===== src/rtl/rfid_frame_parser_slot_store_assert.svh =====
// Assertion macros shared by the frame parser RTL.
`ifndef RFID_FRAME_PARSER_SLOT_STORE_ASSERT_SVH
`define RFID_FRAME_PARSER_SLOT_STORE_ASSERT_SVH

`ifndef NO_ASSERTIONS
// Check a property on every clock edge outside reset.
`define RFPS_ASSERT(lbl, prop, msg) \
    lbl: assert property (@(posedge aclk) disable iff (!aresetn) prop) else $error(msg);
// Check a property on every clock edge, reset included.
`define RFPS_ASSERT_ALWAYS(lbl, prop, msg) \
    lbl: assert property (@(posedge aclk) prop) else $error(msg);
`else
`define RFPS_ASSERT(lbl, prop, msg)
`define RFPS_ASSERT_ALWAYS(lbl, prop, msg)
`endif

`endif


===== src/rtl/rfps_pkg.sv =====
`default_nettype none

package rfps_pkg;

    // Default geometry of a frame and of the slot table
    localparam int FRAME_LEN_DEF = 22;
    localparam int ID_OFFSET_DEF = 15;
    localparam int NUM_SLOTS_DEF = 9;

    // Fixed field widths
    localparam int BYTE_W = 8;
    localparam int DIAL_W = 4;
    localparam int SLOT_W = 4;
    localparam int MASK_W = 9;

    // Reset value of the header byte register
    localparam logic [BYTE_W-1:0] HEADER_RESET = 8'h04;

    // Write request from the parser into the slot table
    typedef struct packed {
        logic              en;
        logic [SLOT_W-1:0] slot;
        logic [BYTE_W-1:0] id;
    } slot_wr_t;

endpackage

`default_nettype wire


===== src/rtl/rfps_slot_store.sv =====
`default_nettype none

module rfps_slot_store
    import rfps_pkg::*;
#(
    parameter int NUM_SLOTS = NUM_SLOTS_DEF
) (
    input  wire logic              aclk,
    input  wire logic              aresetn,
    input  wire logic [BYTE_W-1:0] lookup_id,
    output logic                   seen,
    input  wire slot_wr_t          wr,
    output logic [MASK_W-1:0]      occ_mask_next
);

    logic [BYTE_W-1:0] id_tab_reg  [NUM_SLOTS];
    logic [BYTE_W-1:0] id_tab_next [NUM_SLOTS];
    logic [NUM_SLOTS-1:0] occ_reg;
    logic [NUM_SLOTS-1:0] occ_next;

    // Compare the identifier against every entry, occupied or not
    always_comb begin
        seen = 1'b0;
        for (int s = 0; s < NUM_SLOTS; s++) begin
            if (id_tab_reg[s] == lookup_id) begin
                seen = 1'b1;
            end
        end
    end

    // Decode the write slot
    always_comb begin
        for (int s = 0; s < NUM_SLOTS; s++) begin
            id_tab_next[s] = id_tab_reg[s];
            occ_next[s]    = occ_reg[s];
            if (wr.en && (wr.slot == SLOT_W'(s))) begin
                id_tab_next[s] = wr.id;
                occ_next[s]    = 1'b1;
            end
        end
    end

    // Hold table and occupied marks; reset clears both
    always_ff @(posedge aclk) begin
        if (!aresetn) begin
            for (int s = 0; s < NUM_SLOTS; s++) begin
                id_tab_reg[s] <= '0;
            end
            occ_reg <= '0;
        end else begin
            id_tab_reg <= id_tab_next;
            occ_reg    <= occ_next;
        end
    end

    // Report occupancy after this cycle's write; slots past the mask drop out
    for (genvar g = 0; g < MASK_W; g++) begin : g_mask
        if (g < NUM_SLOTS) begin : g_used
            assign occ_mask_next[g] = occ_next[g];
        end else begin : g_unused
            assign occ_mask_next[g] = 1'b0;
        end
    end

endmodule

`default_nettype wire


===== src/rtl/rfid_frame_parser_slot_store.sv =====
// Serial frame parser with card identifier slot store.
//
// s_ channel: one received byte per item with the current dial position.
// A byte equal to the header register, seen outside a frame, opens a frame
// of FRAME_LEN bytes. The byte that closes the frame is checked against the
// inverted XOR of the bytes before it, and a good frame's identifier (byte
// ID_OFFSET) is stored in the dial's slot if the dial is at most NUM_SLOTS
// and no slot already holds it. m_ channel: one result item per input item.
//
// Throughput is one item per cycle while the receiver does not stall: all
// parsing, the table compares and the slot write sit between the parser
// state registers and the result register.
// If the receiver stalls, the result is held and s_tready drops until it is
// taken; an item is accepted in the same cycle the held result leaves.
// Synchronous reset (aresetn low) closes any open frame, clears the table
// and all occupied marks, drops m_tvalid and sets the header byte to 0x04.
// APB: one register, header_byte, at byte address 0; pready is always high.
`default_nettype none

module rfid_frame_parser_slot_store
    import rfps_pkg::*;
#(
    parameter int FRAME_LEN = FRAME_LEN_DEF,
    parameter int ID_OFFSET = ID_OFFSET_DEF,
    parameter int NUM_SLOTS = NUM_SLOTS_DEF
) (
    input  wire logic        aclk,
    input  wire logic        aresetn,
    // APB configuration
    input  wire logic        psel,
    input  wire logic        penable,
    input  wire logic        pwrite,
    input  wire logic [2:0]  paddr,
    input  wire logic [31:0] pwdata,
    output logic [31:0]      prdata,
    output logic             pready,
    // Input items
    input  wire logic        s_tvalid,
    output logic             s_tready,
    input  wire logic [15:0] s_tdata,   // [7:0] rx_byte, [11:8] dial_position
    // Result items
    output logic             m_tvalid,
    input  wire logic        m_tready,
    output logic [23:0]      m_tdata,   // [3:0] slot_index, [11:4] card_id,
                                        // [20:12] occupied_mask
    output logic             m_tlast,   // frame_done
    output logic [1:0]       m_tuser    // [0] frame_ok, [1] stored_new
);

    `include "rfid_frame_parser_slot_store_assert.svh"

    localparam int CNT_W = $clog2(FRAME_LEN);
    localparam logic [CNT_W-1:0] LAST_IDX = CNT_W'(FRAME_LEN - 1);
    localparam logic [CNT_W-1:0] ID_IDX   = CNT_W'(ID_OFFSET);
    localparam bit   ID_IN_FRAME          = (ID_OFFSET < FRAME_LEN);
    localparam logic [DIAL_W:0]  DIAL_MAX = (DIAL_W + 1)'(NUM_SLOTS);
    localparam logic [SLOT_W-1:0] WRAP_SLOT = SLOT_W'(NUM_SLOTS - 1);
    localparam logic REG_HEADER = 1'b0;

    // Configuration
    logic [BYTE_W-1:0] header_reg;
    logic [BYTE_W-1:0] header_next;
    logic              cfg_wr;

    // Parser state
    logic              in_frame_reg, in_frame_next;
    logic [CNT_W-1:0]  cnt_reg, cnt_next;
    logic [BYTE_W-1:0] xor_reg, xor_next;
    logic [BYTE_W-1:0] cap_reg, cap_next;

    // Result register
    logic              m_valid_reg, m_valid_next;
    logic              done_reg, done_next;
    logic              ok_reg, ok_next;
    logic              stored_reg, stored_next;
    logic [SLOT_W-1:0] slot_reg, slot_next;
    logic [BYTE_W-1:0] id_reg, id_next;
    logic [MASK_W-1:0] mask_reg, mask_next;

    // Item decode
    logic              s_fire;
    logic [BYTE_W-1:0] rx;
    logic [DIAL_W-1:0] dial;
    logic              last_hit;
    logic              cap_hit;
    logic [BYTE_W-1:0] cap_id;
    logic              frame_ok;
    logic              dial_ok;
    logic [SLOT_W-1:0] target;
    logic              seen;
    slot_wr_t          wr;
    logic [MASK_W-1:0] occ_mask_next;

    assign rx   = s_tdata[7:0];
    assign dial = s_tdata[11:8];

    // APB register access
    assign pready = 1'b1;
    assign cfg_wr = psel && penable && pwrite && pready && (paddr[2] == REG_HEADER);
    assign header_next = cfg_wr ? pwdata[BYTE_W-1:0] : header_reg;

    always_comb begin
        prdata = '0;
        if (paddr[2] == REG_HEADER) begin
            prdata = {{(32 - BYTE_W){1'b0}}, header_reg};
        end
    end

    // Accept while the result register is empty or being drained
    assign s_tready = !m_valid_reg || m_tready;
    assign s_fire   = s_tvalid && s_tready;

    // Frame position, identifier capture and checksum
    assign last_hit = in_frame_reg && (cnt_reg == LAST_IDX);
    assign cap_hit  = ID_IN_FRAME && in_frame_reg && (cnt_reg == ID_IDX);
    assign cap_id   = cap_hit ? rx : cap_reg;
    assign frame_ok = last_hit && (~xor_reg == rx);

    // Dial to slot: position 0 wraps to the last slot
    assign dial_ok = ({1'b0, dial} <= DIAL_MAX);
    assign target  = (dial == '0) ? WRAP_SLOT : SLOT_W'(dial - 1'b1);

    assign wr.en   = s_fire && frame_ok && !seen && dial_ok;
    assign wr.slot = target;
    assign wr.id   = cap_id;

    rfps_slot_store #(
        .NUM_SLOTS (NUM_SLOTS)
    ) u_slot_store (
        .aclk          (aclk),
        .aresetn       (aresetn),
        .lookup_id     (cap_id),
        .seen          (seen),
        .wr            (wr),
        .occ_mask_next (occ_mask_next)
    );

    // Advance the parser state on each accepted item
    always_comb begin
        in_frame_next = in_frame_reg;
        cnt_next      = cnt_reg;
        xor_next      = xor_reg;
        cap_next      = cap_reg;
        if (s_fire) begin
            if (in_frame_reg) begin
                cap_next = cap_id;
                if (last_hit) begin
                    in_frame_next = 1'b0;
                    cnt_next      = '0;
                    xor_next      = '0;
                end else begin
                    cnt_next = CNT_W'(cnt_reg + 1'b1);
                    xor_next = xor_reg ^ rx;
                end
            end else if (rx == header_reg) begin
                in_frame_next = 1'b1;
                cnt_next      = CNT_W'(1);
                xor_next      = rx;
                cap_next      = '0;
            end
        end
    end

    // Load the result register; hold it while the receiver stalls
    always_comb begin
        m_valid_next = m_valid_reg && !m_tready;
        done_next    = done_reg;
        ok_next      = ok_reg;
        stored_next  = stored_reg;
        slot_next    = slot_reg;
        id_next      = id_reg;
        mask_next    = mask_reg;
        if (s_fire) begin
            m_valid_next = 1'b1;
            done_next    = last_hit;
            ok_next      = frame_ok;
            stored_next  = wr.en;
            slot_next    = wr.en ? target : '0;
            id_next      = last_hit ? cap_id : '0;
            mask_next    = occ_mask_next;
        end
    end

    always_ff @(posedge aclk) begin
        if (!aresetn) begin
            header_reg   <= HEADER_RESET;
            in_frame_reg <= 1'b0;
            cnt_reg      <= '0;
            xor_reg      <= '0;
            cap_reg      <= '0;
            m_valid_reg  <= 1'b0;
        end else begin
            header_reg   <= header_next;
            in_frame_reg <= in_frame_next;
            cnt_reg      <= cnt_next;
            xor_reg      <= xor_next;
            cap_reg      <= cap_next;
            m_valid_reg  <= m_valid_next;
        end
    end

    always_ff @(posedge aclk) begin
        done_reg   <= done_next;
        ok_reg     <= ok_next;
        stored_reg <= stored_next;
        slot_reg   <= slot_next;
        id_reg     <= id_next;
        mask_reg   <= mask_next;
    end

    assign m_tvalid = m_valid_reg;
    assign m_tlast  = done_reg;
    assign m_tuser  = {stored_reg, ok_reg};
    assign m_tdata  = {{(24 - MASK_W - BYTE_W - SLOT_W){1'b0}}, mask_reg, id_reg, slot_reg};

    `RFPS_ASSERT(a_store_needs_ok, m_tvalid && m_tuser[1] |-> m_tuser[0] && m_tlast, "slot stored without a good closed frame")
    `RFPS_ASSERT(a_ok_needs_done, m_tvalid && m_tuser[0] |-> m_tlast, "checksum ok reported on a byte that closed no frame")
    `RFPS_ASSERT(a_idle_count_zero, !in_frame_reg |-> (cnt_reg == '0) && (xor_reg == '0), "byte count or checksum left over outside a frame")
    `RFPS_ASSERT(a_fire_gives_result, s_fire |=> m_tvalid, "accepted item produced no result")
    `RFPS_ASSERT(a_occupancy_grows, 1'b1 |=> ((occ_mask_next & $past(occ_mask_next)) == $past(occ_mask_next)), "occupied mark lost without reset")

endmodule

`default_nettype wire


===== config.mk =====
export PLATFORM = sky130hd
export DESIGN_NAME = rfid_frame_parser_slot_store
export DESIGN_NICKNAME = d
export VERILOG_FILES = /design/src/rtl/rfps_pkg.sv /design/src/rtl/rfps_slot_store.sv /design/src/rtl/rfid_frame_parser_slot_store.sv
export VERILOG_INCLUDE_DIRS = /design/src /design/src/rtl
export SDC_FILE = /design/constraint.sdc
export NUM_CORES = 1
export LEC_CHECK = 0
export ABC_AREA = 1
export BUFFER_PORTS_ARGS = -buffer_cell sky130_fd_sc_hd__buf_2
export CAP_MARGIN = 0
export CORE_ASPECT_RATIO = 0.7
export CORE_MARGIN = 2
export CORE_UTILIZATION = 35
export DETAILED_ROUTE_END_ITERATION = 8
export HOLD_SLACK_MARGIN = 0.02
export PLACE_DENSITY = 0.6
export SLEW_MARGIN = 20
export SYNTH_ARGS = -nofsm -noshare
export SYNTH_HDL_FRONTEND = slang
export SYNTH_SLANG_ARGS = --single-unit

===== constraint.sdc =====
create_clock -name aclk -period 7.3 [get_ports aclk]
set_clock_uncertainty 0.1 [all_clocks]
set_input_delay 1.46 -clock aclk [delete_from_list [all_inputs] [get_ports aclk]]
set_output_delay 1.46 -clock aclk [all_outputs]
set_load 0.01 [all_outputs]

==> results.md <==
* Most instantiated library cell after synthesis: nand2_1
* Worst reg2reg path startpoint: cnt_reg[0]
* Top cells by instance count after synthesis: 389 x nand2_1, 152 x nor2_1, 149 x inv_1
* Num rows at 45
* Setup TNS at 0 ns
* Post-synthesis mux area share at 0%
* Synth Register Bits at 136
* CTS root buf: clkbuf_16
* Fin util at 40.1%
* Synthesized cell area at 7890 sq um
* Final WL at 19.0 mm
* Initial DRC count at 507
* First drt pass iteration count at 5
* Worst Hold Class: reg2reg
* Worst-path clk slew at 0.06 ns
* Gr usage total at 16.8%
* Final setup vio count at 0
* Critical path peak fanout at 20
* Xor/xnor share of the synthesized area at 1.89%
* Worst setup startpoint: cnt_reg[0]
* Pleak at 4.54 nW
* VDD IR max at 0.133 mV
* Largest net degree at the start of global routing at 91
* Via density at 4.47
* Outcome: complete, no violations
* Yosys top cell area share at 28.4%
* Max Fclk at 240 MHz
* Reg2Reg Depth at 18
* Mean Syn Cell Area at 6.80 sq um
* CP Capture Type: flip-flop
* Worst EP arrival at 4.42 ns
* Seq/Total Area, Yosys at 37.5%
* TritonCTS clock tree: built
* Share of post-route cells with drive strength above 1 at 17.3%
* Core Box Area at 21900 sq um
* # DRC at 0
* Maximum buffer depth of the clock tree at 2
* Max Slew Vio Count at 0
* PostCTS Resize Cnt at 0
* Initial Util at 36.0%
* Flop2flop setup slack at 3.13 ns
* Yosys warning count at 0
* Die area at 23800 sq um
* Post-CTS setup buffer count at 0
* Fin. Hold Viols at 0
* Setup CP Type: reg2reg
* Ports at 120
* Crit start category: flip-flop
* Final Cycle Share at 57.1%
* Pwr/cell area at 199 nW/um^2
* Worst slew margin at 25.3%
* Critical Path Sink: u_slot_store.id_tab_reg[33]
* Initial antenna violation count at 0
* EDFF count, synth at 24
* Global-route congestion overflow total at 0
* WL met2 at 7.92 mm
* Asr flop ratio synth at 0%
* DP HPWL at 12.7 mm
* Cells taking the most area after synthesis: dfxtp_1 28%, nand2_1 19%, edfxtp_1 9.1%
* Max reg flops at 72
* Post-synth top area cell: dfxtp_1
* Die boundary height at 130 um
* MaxCap Viol Count at 0
* Post-synthesis cell type count at 33
* WL met1 at 9.84 mm
* Slew @ Worst Pin at 1.12 ns
* Largest family of logic cells by synthesized area: simple AND/OR/NAND/NOR gates
* Global-route wire length before repair at 31.1 mm
* Layout area overhead at 11.4%
* Compound-Gate Fraction of Synth Area at 4.91%
* Final WS setup at 3.13 ns
* DP Worst Slack at 3.05 ns
* Detail Route Antenna Nets at 0
* RSZ-0062 raised after global routing: no
* Detailed-route via count at 6680
* Synth Flop Type: dfxtp_1
* WL/cell at 12.7 um
* WL met3 at 1.03 mm
* Antenna cells at 0
* Critical Path RT at 7.55 ns
* Insertion delay to the later sink of the worst-skew pair at 0.43 ns
* CTS Hold Bufs at 0
* Die X at 183 um
* Tmin final at 4.17 ns
* Top layer in use: met4
* Post-Syn Instances at 1161
* H-Tree Depth at 4
* Layout Nets at 1259
* Reg2reg end: u_slot_store.id_tab_reg[33]
* Port buffer count at 61
* GPL Wtd Cong at 0.848
* TritonCTS Buffers at 17
* Vias in the first global route at 6034
* Synth Area in Simple Gates at 41.6%
* # clock sinks at 136
* Post-Synth Adder-Cell Area at 0.476%
[cells in the final DEF (no fill, tap or decap), types with 5 or more instances in the layout]
master,count
nor2_2,62
xor2_1,15
buf_2,61
inv_1,149
dfxtp_1,112
nand3_4,9
nand3_1,41
o22ai_1,11
edfxtp_1,24
clkbuf_16,17
nor2_1,152
a21oi_1,22
nand2_2,14
buf_4,5
nand4_1,14
nand3_2,7
conb_1,28
nand2_4,15
o21ai_0,23
nand2_1,389
a21oi_2,9
[kinds of logic (layout without fill, tap and decap cells)]
logic type	after synthesis	after routing
AND/OR/NAND/NOR	713	713
buffers and inverters	223	247
flip-flops	136	136
AO/OA/AOI/OAI	67	67
XOR/XNOR	17	17
adder cells (fa/ha/maj)	3	3
other	2	28
[cell type report]
type | count | area [sq um]
Clock buffer | 22 | 464
Clock inverter | 10 | 149
Fill cell | 2264 | 13100
Inverter | 149 | 559
Multi-Input combinational cell | 828 | 3960
Sequential cell | 136 | 2960
Tap cell | 282 | 353
Timing Repair Buffer | 66 | 343
[per-stage QoR]
stage | hold WS [ns] | total power, W | cell area, sq um | cells
finish | 0.366 | 0.00175 | 8790 | 1493
global route | 0.379 | 0.00181 | 8790 | 1493
CTS | 0.365 | 0.00177 | 8790 | 1493
detailed placement | 0.355 | 0.000863 | 8180 | 1461
global placement | 0.353 | 0.000863 | 8180 | 1461
floorplan | 0.344 | 0.000845 | 7990 | 1187
[how the worst min path moves through the flow]
stage / end / startpoint / cells past startpoint / slack (ns)
5_1_grt: u_slot_store.occ_reg[2] / u_slot_store.occ_reg[2] / 2 / 0.38
6_report: u_slot_store.occ_reg[2] / u_slot_store.occ_reg[2] / 2 / 0.37
4_1_cts: u_slot_store.occ_reg[6] / u_slot_store.occ_reg[6] / 2 / 0.36
2_1_floorplan: xor_reg[2] / xor_reg[2] / 2 / 0.34
3_5_place_dp: u_slot_store.occ_reg[6] / u_slot_store.occ_reg[6] / 2 / 0.35
3_3_place_gp: u_slot_store.occ_reg[7] / u_slot_store.occ_reg[7] / 2 / 0.35
[power breakdown]
group	switching, W	internal (W)
logic	0.0000532	0.0000201
registers	0.00000247	0.000771
clock network	0.000321	0.000585
total	0.000376	0.00138
[layer usage]
layer / vias to the layer above / track usage [%]
met5: - / 0
met4: 0 / 4.38
met3: 19 / 3.79
met2: 160 / 25.3
met1: 2957 / 24.1
li1: 3544 / -
[critical path: stages (launching register included)]
cell     delay [ns]
dfxtp_1        0.40
ha_1           0.20
nand2_1        0.06
nor2_1         0.09
ha_1           0.60
nand2_4        0.32
nand2_2        0.25
nand2_2        0.34
inv_1          0.26
nand2_1        0.09
nand4_1        0.11
nor2_1         0.05
nand2_1        0.11
nand2_2        0.10
nor2_8         0.31
nand3_4        0.35
nand2_1        0.15
nand2_1        0.06
nor2_1         0.12
No activity file was read; power rests on OpenSTA's default activity.
